<file path="src/rtl/hhc_pkg.sv">
// ----------------------------------------------------------------------------
// hhc_pkg
// Shared widths, hash constants, result codes, table entry layout, state types,
// the saturating counter add and key derivation of the hashed hit count table.
// ----------------------------------------------------------------------------
package hhc_pkg;

   localparam int ADDR_W    = 32;
   localparam int KEY_W     = 32;
   localparam int CNT_W     = 48;
   localparam int WEIGHT_W  = 16;
   localparam int SLOT_W    = 12;
   localparam int OUTCOME_W = 2;

   localparam logic [WEIGHT_W-1:0] WEIGHT_RESET = 16'd64;
   localparam logic [CNT_W-1:0]    CNT_MAX      = {CNT_W{1'b1}};

   localparam logic [ADDR_W-1:0] HASH_MUL_A = 32'h7feb352d;
   localparam logic [ADDR_W-1:0] HASH_MUL_B = 32'h846ca68b;

   localparam logic [OUTCOME_W-1:0] OUTCOME_HIT      = 2'd0;
   localparam logic [OUTCOME_W-1:0] OUTCOME_INSERT   = 2'd1;
   localparam logic [OUTCOME_W-1:0] OUTCOME_OVERFLOW = 2'd2;

   typedef struct packed {
      logic [KEY_W-1:0] key;
      logic [CNT_W-1:0] count;
   } entry_type;

   typedef enum logic [2:0] {
      CORE_CLEAR,
      CORE_IDLE,
      CORE_HASH,
      CORE_PROBE,
      CORE_UPDATE,
      CORE_OVER
   } core_state_type;

   typedef enum logic [2:0] {
      HASH_IDLE,
      HASH_MUL1,
      HASH_MUL2,
      HASH_MIX,
      HASH_MOD
   } hash_state_type;

   function automatic logic [CNT_W-1:0] sat_add(input logic [CNT_W-1:0] a,
                                                input logic [WEIGHT_W-1:0] w);
      logic [CNT_W:0] sum;
      sum = {1'b0, a} + {{(CNT_W + 1 - WEIGHT_W){1'b0}}, w};
      sat_add = sum[CNT_W] ? CNT_MAX : sum[CNT_W-1:0];
   endfunction

   function automatic logic [KEY_W-1:0] make_key(input logic [ADDR_W-1:0] addr);
      logic [KEY_W-1:0] k;
      k = addr + {{(KEY_W - 1){1'b0}}, 1'b1};
      make_key = (k == '0) ? {{(KEY_W - 1){1'b0}}, 1'b1} : k;
   endfunction

endpackage

</file>
<file path="src/rtl/hhc_hash.sv">
// ----------------------------------------------------------------------------
// hhc_hash
// Start slot unit: xor-shift / multiply mixing hash of address>>2 over
// registered steps, then reduction to a table index. Power-of-two tables
// mask the low bits; other sizes take one 4-bit remainder step a cycle.
// ----------------------------------------------------------------------------
module hhc_hash #(
   parameter int TABLE_SLOTS = 4096
) (
   input  logic                           clock,
   input  logic                           reset,
   input  logic                           start,
   input  logic [hhc_pkg::ADDR_W-1:0]     address,
   output logic                           done,
   output logic [$clog2(TABLE_SLOTS)-1:0] slot
);

   import hhc_pkg::*;

   localparam int  IDX_W   = $clog2(TABLE_SLOTS);
   localparam int  WIDE_W  = IDX_W + 4;
   localparam int  DIGITS  = ADDR_W / 4;
   localparam int  DIG_W   = $clog2(DIGITS);
   localparam bit  IS_POW2 = (TABLE_SLOTS & (TABLE_SLOTS - 1)) == 0;
   localparam logic [WIDE_W-1:0] SLOTS_WIDE = WIDE_W'(TABLE_SLOTS);

   function automatic logic [IDX_W-1:0] mod_step(input logic [IDX_W-1:0] rem,
                                                 input logic [3:0] digit);
      logic [WIDE_W-1:0] t;
      t = {rem, digit};
      for (int i = 3; i >= 0; i--) begin
         if (t >= (SLOTS_WIDE << i)) begin
            t = t - (SLOTS_WIDE << i);
         end
      end
      mod_step = t[IDX_W-1:0];
   endfunction

   hash_state_type      state_ff, state_in;
   logic [ADDR_W-1:0]   mix_ff, mix_in;
   logic [IDX_W-1:0]    rem_ff, rem_in;
   logic [DIG_W-1:0]    dig_ff, dig_in;
   logic                done_ff, done_in;

   logic [ADDR_W-1:0]   shifted;
   logic [ADDR_W-1:0]   pre_mul;
   logic [ADDR_W-1:0]   fin;
   logic [ADDR_W-1:0]   mul_a;
   logic [ADDR_W-1:0]   mul_b;
   logic [ADDR_W-1:0]   product;

   always_ff @(posedge clock) begin
      if (reset) begin
         state_ff <= HASH_IDLE;
         done_ff  <= 1'b0;
      end else begin
         state_ff <= state_in;
         done_ff  <= done_in;
      end
   end

   always_ff @(posedge clock) begin
      mix_ff <= mix_in;
      rem_ff <= rem_in;
      dig_ff <= dig_in;
   end

   // one shared multiplier for both mixing rounds
   always_comb begin
      shifted = address >> 2;
      pre_mul = mix_ff ^ (mix_ff >> 15);
      fin     = mix_ff ^ (mix_ff >> 16);
      mul_a   = (state_ff == HASH_MUL1) ? mix_ff : pre_mul;
      mul_b   = (state_ff == HASH_MUL1) ? HASH_MUL_A : HASH_MUL_B;
      product = mul_a * mul_b;
   end

   always_comb begin
      state_in = state_ff;
      mix_in   = mix_ff;
      rem_in   = rem_ff;
      dig_in   = dig_ff;
      done_in  = 1'b0;
      case (state_ff)
         HASH_IDLE: begin
            if (start) begin
               mix_in   = shifted ^ (shifted >> 16);
               state_in = HASH_MUL1;
            end
         end
         HASH_MUL1: begin
            mix_in   = product[ADDR_W-1:0];
            state_in = HASH_MUL2;
         end
         HASH_MUL2: begin
            mix_in   = product[ADDR_W-1:0];
            state_in = HASH_MIX;
         end
         HASH_MIX: begin
            if (IS_POW2) begin
               rem_in   = fin[IDX_W-1:0];
               done_in  = 1'b1;
               state_in = HASH_IDLE;
            end else begin
               mix_in   = fin;
               rem_in   = '0;
               dig_in   = '0;
               state_in = HASH_MOD;
            end
         end
         HASH_MOD: begin
            rem_in = mod_step(rem_ff, mix_ff[ADDR_W-1 -: 4]);
            mix_in = mix_ff << 4;
            dig_in = dig_ff + 1'b1;
            if (dig_ff == DIG_W'(DIGITS - 1)) begin
               done_in  = 1'b1;
               state_in = HASH_IDLE;
            end
         end
         default: begin
            state_in = HASH_IDLE;
         end
      endcase
   end

   assign done = done_ff;
   assign slot = rem_ff;

endmodule

</file>
<file path="config.mk">
export PLATFORM = sky130hd
export DESIGN_NAME = hhc_hash
export DESIGN_NICKNAME = d
export VERILOG_FILES = /design/src/rtl/hhc_pkg.sv /design/src/rtl/hhc_hash.sv
export SDC_FILE = /design/constraint.sdc
export NUM_CORES = 1
export LEC_CHECK = 0
export BUFFER_PORTS_ARGS = -buffer_cell sky130_fd_sc_hd__buf_2
export CAP_MARGIN = 25
export CORE_ASPECT_RATIO = 1.2
export CORE_MARGIN = 4
export CORE_UTILIZATION = 55
export DETAILED_ROUTE_END_ITERATION = 12
export PLACE_DENSITY = 0.69
export SETUP_SLACK_MARGIN = 0.02
export SYNTH_ARGS = -nofsm -noshare
export SYNTH_HDL_FRONTEND = slang
export SYNTH_SLANG_ARGS = --single-unit
</file>
<file path="constraint.sdc">
create_clock -name clock -period 8.91 [get_ports clock]
set_clock_uncertainty 0.15 [all_clocks]
set_input_delay 0.891 -clock clock [delete_from_list [all_inputs] [get_ports clock]]
set_output_delay 0.891 -clock clock [all_outputs]
set_load 0.02 [all_outputs]
</file>
### Yosys cells after proc, flatten, opt, wreduce, memory -nomap -nowiden

Index checks and enable logic that the tools add are counted.

* $add $sub $neg: 5
* $mul: 1
* $lt $le $gt $ge: 4
* eq/ne operators: 7
* multiplexer cells: 17
* bitwise logic cells: 3
* reductions and logical operators: 6

Operators by type and width (number)
* 2-to-1 mux 16 bit: 6
* 2-to-1 mux 32 bit: 3
* one-hot mux 32 bit (3 select lines): 1
* multiplier 32 x 32 -> 32 bit: 1
* bitwise XOR 32 x 17 -> 32 bit: 1
* bitwise XOR 30 x 14 -> 30 bit: 1
* one-hot mux 12 bit (2 select lines): 1
* >= comparator 16 x 13 -> 1 bit (second input constant): 1
* >= comparator 16 x 14 -> 1 bit (second input constant): 1
* >= comparator 16 x 15 -> 1 bit (second input constant): 1
* >= comparator 16 bit (second input constant): 1
* subtractor 16 x 14 -> 16 bit (second input constant): 1
* subtractor 16 x 15 -> 16 bit (second input constant): 1
* subtractor 16 bit (second input constant): 1
* 2-to-1 mux 12 bit: 1
* one-hot mux 3 bit (4 select lines): 1
* subtractor 12 x 1 -> 12 bit (second input constant): 1
* bitwise XOR 12 bit: 1
* == test 3 x 2 -> 1 bit (second input constant): 2
* == test 3 bit (second input constant): 2
* 2-to-1 mux 3 bit: 2
* inequality test 2 bit (second input constant): 2
* AND reduction 2 bit: 2
* adder 3 x 1 -> 3 bit (second input constant): 1
* 7 further kinds: 7

* register bits: 51
* input port bits: 35
* output and inout port bits: 13
* logic and storage cells: 48

### Depth between registers and ports, before layout

Gate-level depths: netlist of run 1.

* word-level depth: 12
* depth in mapped cells: 31
* gate-level depth less buffers: 28

### Worst setup path before layout of run 1

Ideal clock, no wire load.

* path kind: reg2reg
* start point: register state_ff[1]
* end point: register mix_ff[27] (data pin)
* library setup time: 0.255 ns
* data arrival time: 7.380 ns
* data required time: 8.505 ns
* setup slack: 1.125 ns
* cell stages (with the launch flop): 29
* path buffers: 4
* clock period less this slack: 7.785 ns
* cell sequence: dfxtp_1 > inv_1 > ha_1 > buf_4 > clkbuf_1 > clkbuf_1 > clkbuf_1 > nand2_1 > nand2_1 > fa_1 > fa_1 > fa_1 > inv_1 > fa_1 > inv_1 > fa_1 > inv_1 > fa_1 > inv_1 > fa_1 > fa_1 > ha_1 > a211oi_2 > o21ai_1 > a311oi_1 > a21o_1 > a21boi_1 > or3_1 > a31o_1

* cells in the longest elaborated chain, start to end: 4
* elaborated cells between the ends (all ways): 9
* those cells by class: mul: 1; eq/ne: 3; mux: 3; reduce/logical: 2

Ends and longest elaborated chain
* start, declared: RTL line hhc_hash.sv:39 `hash_state_type state_ff, state_in;`
* start signal, assigned: RTL line hhc_hash.sv:57 `state_ff <= state_in;`
* == test 3 x 1 -> 1 bit: RTL line hhc_hash.sv:73, hhc_hash.sv:74, hhc_hash.sv:84
* 2-to-1 mux 32 bit, on equally long branches: RTL line hhc_hash.sv:73, hhc_hash.sv:74
* multiplier 32 x 32 -> 32 bit: RTL line hhc_hash.sv:75 `product = mul_a * mul_b;`
* one-hot mux 32 bit (3 select lines) *: RTL line hhc_hash.sv:84 `case (state_ff)`
* via mix_in[27]: RTL line hhc_hash.sv:40 `logic [ADDR_W-1:0] mix_ff, mix_in;`
* end signal, assigned: RTL line hhc_hash.sv:63 `mix_ff <= mix_in;`
* end, declared: RTL line hhc_hash.sv:40

The timed path passes the listed nets; every way through them passes the cells marked *.
A chain may end at the register's enable or synchronous reset.

### Worst setup path after layout of run 1

Ends and elaborated chain as after synthesis.

==> impl_metrics.py, run 1 <==
metrics = {
    "floorplan": {
        "die_w_um": 151,
        "die_area_um2": 27300,
        "initial_core_util_pct": 56.3,
        "floorplan.core_area_um2": 24100,
        "io_pins": 48,
        "die-height_um": 180,
        "floorplan.rows": 62,
    },
    "detailed_routing": {
        "via_per_inst": 5.23,
        "drc": 0,
        "num_vias": 9084,
        "drt_iter0_drc": 483,
        "routed_wl_um": 36800,
        "postRouteAntennaNets": 0,
        "first_pass_iters": 5,
        "wire_per_inst_um": 21.2,
    },
    "timing": {
        "period_minus_slack_ns": 8.36,
        "drv_slew": 0,
        "rsz0062_at_grt": "no",
        "timing.fmax_mhz": 120,
        "max_slew_margin_pct": 37.4,
        "period_share_pct": 93.8,
        "worst_slew_pin_slew_ns": 0.938,
        "setup_violations": 0,
        "hold_viol_final": 0,
        "finalSetupTns_ns": 0,
    },
    "clock_tree": {
        "cts.htree.levels": 2,
        "post-cts-setup-buffers": 0,
        "clock_latency_ns": 0.30,
        "hold_buffers": 0,
        "cts.sinks": 47,
        "post_cts_resized": 0,
        "cts_made_buffers": 5,
        "tritoncts": "yes",
        "root_buffer": "clkbuf_16",
        "clk_path_buf_depth": 2,
        "clk_pin_slew_ns": 0.06,
    },
    "worst_setup_path": {
        "worstPathRequired_ns": 8.81,
        "worstPathCellList": "inv_1 -> ha_2 -> buf_4 -> nand2b_1 -> xnor2_1 -> fa_1 -> fa_1 -> fa_1 -> inv_1 -> fa_1 -> inv_1 -> fa_1 -> fa_1 -> fa_1 -> fa_1 -> ha_1 -> a21o_1 -> a21oi_1 -> o21bai_1 -> a21oi_1 -> a21boi_1 -> or3_1 -> a31o_1",
        "slowest_stage": "xnor2_1",
        "ff2ff_setup_slack_ns": 0.55,
        "arrival_ns": 8.26,
        "slowest_delay_ns": 0.64,
        "cp_top_family": "adder cells",
        "cp-end-kind": "register",
        "cp_common_cell": "fa_1",
        "startpoint_type": "register",
        "cp.buffers_inverters": 4,
        "critPathKind": "register to register",
        "path_max_fanout": 20,
    },
    "global_routing": {
        "grt_overflow": 0,
        "antenna_found_initial": 0,
        "grt_usage_pct": 28.8,
        "grt_pass1_wl_um": 57300,
        "grt_max_degree": 39,
        "grt_pass1_vias": 10000,
    },
    "layout": {
        "num_antenna_cells": 0,
        "drive_above_1_share_pct": 6.98,
        "final_common_cell": "inv_1",
        "fin_nets": 1904,
        "mostFrequentLayoutCells": "inv_1, fa_1, ha_1",
        "area_delta_synth_final_pct": 7.47,
    },
    "logic_synthesis": {
        "async_reset_ff_share_pct": 0,
        "postSynthAreaPerCell_um2": 10.2,
        "synth_warnings": 0,
        "netlist_instances": 1325,
        "ys.flop_type": "edfxtp_1",
        "synth_cell_types": 68,
        "syn_area_um2": 13600,
        "synth_edf_count": 44,
        "yosysSeqAreaShare_pct": 10.2,
        "ys_ff_latch": 47,
    },
    "place": {
        "portBuffers": 45,
        "dpl.hpwl_um": 34000,
        "place_congestion": 1.06,
    },
    "hold_path": {
        "worst_hold_path_type": "register to register",
    },
    "flow_run": {
        "cap_violations": 0,
    },
    "run_status": {
        "status": "finished clean",
    },
}
## stage by stage
stage | instance area, µm² | cells | util, % | worst slack, ns | hold slack [ns]
floorplan | 13700 | 1363 | - | 1.13 | 0.357
finish | 14600 | 1738 | 60.5 | 0.551 | 0.395
detailed placement | 14400 | 1730 | 59.8 | 0.718 | 0.393
CTS | 14600 | 1738 | 60.5 | 0.689 | 0.400
global route | 14600 | 1738 | 60.5 | 0.303 | 0.459
global placement | 14400 | 1730 | 59.8 | 0.756 | 0.384
## cell families after synthesis
group	synth area share (%)
other	0.0553
AO/OA/AOI/OAI	5.63
AND/OR/NAND/NOR	6.79
multiplexers	0.636
XOR/XNOR	7.37
buffers and inverters	11.3
flip-flops	10.2
adder cells (fa/ha/maj)	58.0
## cells in the mapped netlist, drive strengths merged (2+ instances only)
cell type / instances / area, µm²
o21ai: 23 / 119
nand2b: 26 / 170
o21bai: 3 / 22.5
a22oi: 2 / 15.0
and3: 2 / 12.5
nor2: 33 / 124
dfxtp: 3 / 60.1
a31o: 2 / 17.5
o21a: 4 / 30.0
xor2: 50 / 438
nor2b: 11 / 76.3
mux2: 5 / 56.3
conb: 2 / 7.51
nand2: 86 / 325
o211ai: 3 / 22.5
a21boi: 4 / 30.0
a21oi: 27 / 146
xnor2: 60 / 541
fa: 296 / 5930
a311oi: 2 / 17.5
a21o: 22 / 165
nor3: 3 / 15.0
nor3b: 2 / 15.0
o22ai: 2 / 18.8
ha: 156 / 1950
mux2i: 3 / 30.0
o31ai: 3 / 36.3
edfxtp: 44 / 1320
inv: 387 / 1450
clkbuf: 12 / 45.0
nand3: 6 / 30.0
buf: 6 / 36.3
nand4: 3 / 18.8
o311ai: 4 / 35.0
a211oi: 3 / 32.5
and2: 8 / 50.1
a31oi: 3 / 18.8
## tightest hold or removal path, cell delays in order (launching register included)
cell and delay [ns]:
dfxtp_1 0.34, a21oi_1 0.13, nor2_1 0.04
## final cells by class
cell class	count	area (µm²)
clock inverters	3	46.3
flip-flops and latches	47	1380
clock buffers	5	125
fillers	2023	9540
multi-input cells	911	10800
repair buffers	65	375
inverters	387	1450
well taps	320	400
## layer usage
| metal | global-route usage (%) | wire length, µm | vias to the layer above |
|---|---|---|---|
| met4 | 13.4 | 2230 | 0 |
| li1 | - | - | 4109 |
| met5 | 0 | 0 | - |
| met1 | 38.4 | 14700 | 4553 |
| met3 | 3.09 | 1990 | 96 |
| met2 | 47.2 | 17900 | 326 |
## state kept, by name, summed over array words and instances, names as in the netlist
register  cells
done          1
mix_ff       32
slot         12
state_ff      2
## final timing paths
check,from,end,cells past startpoint
worst max-delay path,state_ff[1],mix_ff[27],23
worst min-delay path,state_ff[1],state_ff[1],2
worst max register to register,state_ff[1],mix_ff[27],23
worst min register to register,state_ff[1],state_ff[1],2
Power of run 1 is left out: the tool's default activity adds up to more than one toggle a clock period on the data nets, which glitch-free logic cannot reach.
==> inputs of run 2 (changes only) <==
--- a/config.mk
+++ b/config.mk
@@ -7,7 +7,6 @@
 export LEC_CHECK = 0
 export BUFFER_PORTS_ARGS = -buffer_cell sky130_fd_sc_hd__buf_2
 export CAP_MARGIN = 25
-export CORE_ASPECT_RATIO = 1.2
 export CORE_MARGIN = 4
 export CORE_UTILIZATION = 55
 export DETAILED_ROUTE_END_ITERATION = 12
==> run 2 against run 1 <==
  * Cell count is 0.17% higher
  * First-iteration DRC count is 25% higher
  * Flip-flop and latch count stayed put
  * Worst setup slack better by 0.034 ns
  * Sequential share of layout area stayed put
  * Global-route usage hardly changed
  * Critical path type unchanged
==> impl_metrics.py, run 2 (synthesized netlist as in run 1, its figures left out) <==
metrics = {
    "run_status": {
        "status": "finished clean",
    },
    "floorplan": {
        "floorplan.core_area_um2": 24300,
        "die-height_um": 165,
        "die_w_um": 165,
        "io_pins": 48,
        "initial_core_util_pct": 55.8,
        "die_area_um2": 27300,
        "floorplan.rows": 57,
    },
    "clock_tree": {
        "post_cts_resized": 0,
        "cts_made_buffers": 5,
        "clk_pin_slew_ns": 0.07,
        "tritoncts": "yes",
        "root_buffer": "clkbuf_16",
        "clock_latency_ns": 0.29,
        "hold_buffers": 0,
        "cts.sinks": 47,
        "post-cts-setup-buffers": 0,
        "clk_path_buf_depth": 2,
        "cts.htree.levels": 2,
    },
    "layout": {
        "mostFrequentLayoutCells": "inv_1, fa_1, ha_1",
        "final_common_cell": "inv_1",
        "num_antenna_cells": 0,
        "drive_above_1_share_pct": 6.92,
        "regMostFlops": "mix_ff",
        "area_delta_synth_final_pct": 7.47,
        "design_area_um2": 14600,
        "final_cells": 1741,
        "fin_nets": 1903,
        "largest_reg_flops": 32,
    },
    "timing": {
        "max_slew_margin_pct": 37.7,
        "hold_viol_final": 0,
        "worst_slew_pin_slew_ns": 0.933,
        "period_minus_slack_ns": 8.32,
        "finalSetupTns_ns": 0,
        "drv_slew": 0,
        "setup_violations": 0,
        "timing.fmax_mhz": 120,
        "rsz0062_at_grt": "no",
        "period_share_pct": 93.4,
    },
    "place": {
        "portBuffers": 45,
        "placed_area_um2": 14400,
        "dpl.hpwl_um": 33400,
        "dp.cells": 1733,
        "place_congestion": 0.999,
    },
    "worst_setup_path": {
        "path_max_fanout": 19,
        "slowest_delay_ns": 0.64,
        "startpoint_type": "register",
        "worstPathCellList": "inv_1 -> ha_2 -> buf_4 -> nand2b_1 -> xnor2_1 -> fa_1 -> fa_1 -> fa_1 -> inv_1 -> fa_1 -> inv_1 -> fa_1 -> fa_1 -> fa_1 -> fa_1 -> ha_1 -> a21o_1 -> a21oi_1 -> o21bai_1 -> a21oi_1 -> a21boi_1 -> or3_1 -> a31o_1",
        "critPathKind": "register to register",
        "cp_common_cell": "fa_1",
        "slowest_stage": "xnor2_1",
        "worstPathRequired_ns": 8.81,
        "cp-end-kind": "register",
        "arrival_ns": 8.23,
    },
    "detailed_routing": {
        "met3_length_um": 2730,
        "postRouteAntennaNets": 0,
        "routed_wl_um": 36500,
        "drt-met1-wl_um": 15600,
        "drt_iter0_drc": 605,
        "drc": 0,
        "wire_per_inst_um": 21.0,
        "num_vias": 9064,
        "via_per_inst": 5.21,
        "routed.top_layer": "met4",
        "first_pass_iters": 7,
        "wl_met2_um": 17000,
    },
    "global_routing": {
        "grt_pass1_wl_um": 57000,
        "antenna_found_initial": 0,
        "grt_usage_pct": 28.8,
        "grt_pass1_vias": 9830,
        "grt_overflow": 0,
        "grt_max_degree": 39,
    },
    "flow_run": {
        "cap_violations": 0,
    },
    "hold_path": {
        "worst_hold_path_type": "register to register",
    },
}
[run 2: cell types whose count changed in the layout (fill, tap and decap cells not counted), sizes merged]
| cell | delta |
|---|---|
| buf | -1 |
| clkbuf | +1 |
| clkinv | +1 |
| clkinvlp | -1 |
| inv | -1 |
[run 2: final timing paths]
path              slack [ns]  cells after the start     endpoint        start
setup / recovery        0.59                     23   mix_ff[27]  state_ff[1]
hold / removal          0.42                      2  state_ff[1]  state_ff[1]
setup reg to reg        0.59                     23   mix_ff[27]  state_ff[1]
hold reg to reg         0.42                      2  state_ff[1]  state_ff[1]
[run 2: layout make-up]
| class | count | area, µm² |
|---|---|---|
| clock buffers | 6 | 139 |
| clock inverters | 2 | 35.0 |
| fillers | 2093 | 9730 |
| inverters | 387 | 1450 |
| multi-input cells | 911 | 10800 |
| flip-flops and latches | 47 | 1380 |
| well taps | 324 | 405 |
| repair buffers | 64 | 368 |
[run 2: critical path: cells and delay by family, from the launching register on]
family	cells	cell delay [ns]
xor gates and xnor gates	1	0.64
AOI/OAI and AO/OA	6	1.19
adders and majority gates	10	4.73
DFF	1	0.38
buffers and inverters	4	0.44
and+or+nand+nor	2	0.54
[run 2: through the flow]
stage          hold WS [ns]  setup WS [ns]  util (%)
6_report              0.418          0.585      60.0
2_1_floorplan         0.357           1.13         -
5_1_grt               0.480          0.234      60.0
3_3_place_gp          0.377          0.768      59.3
3_5_place_dp          0.412          0.664      59.3
4_1_cts               0.426          0.607      60.0
[run 2: layer usage]
layer	vias to the layer above	global-route usage (%)
met4	0	7.67
met3	54	3.47
met5	-	0
met1	4559	42.1
li1	4112	-
met2	339	46.0
Power of run 2 is left out for the same reason.
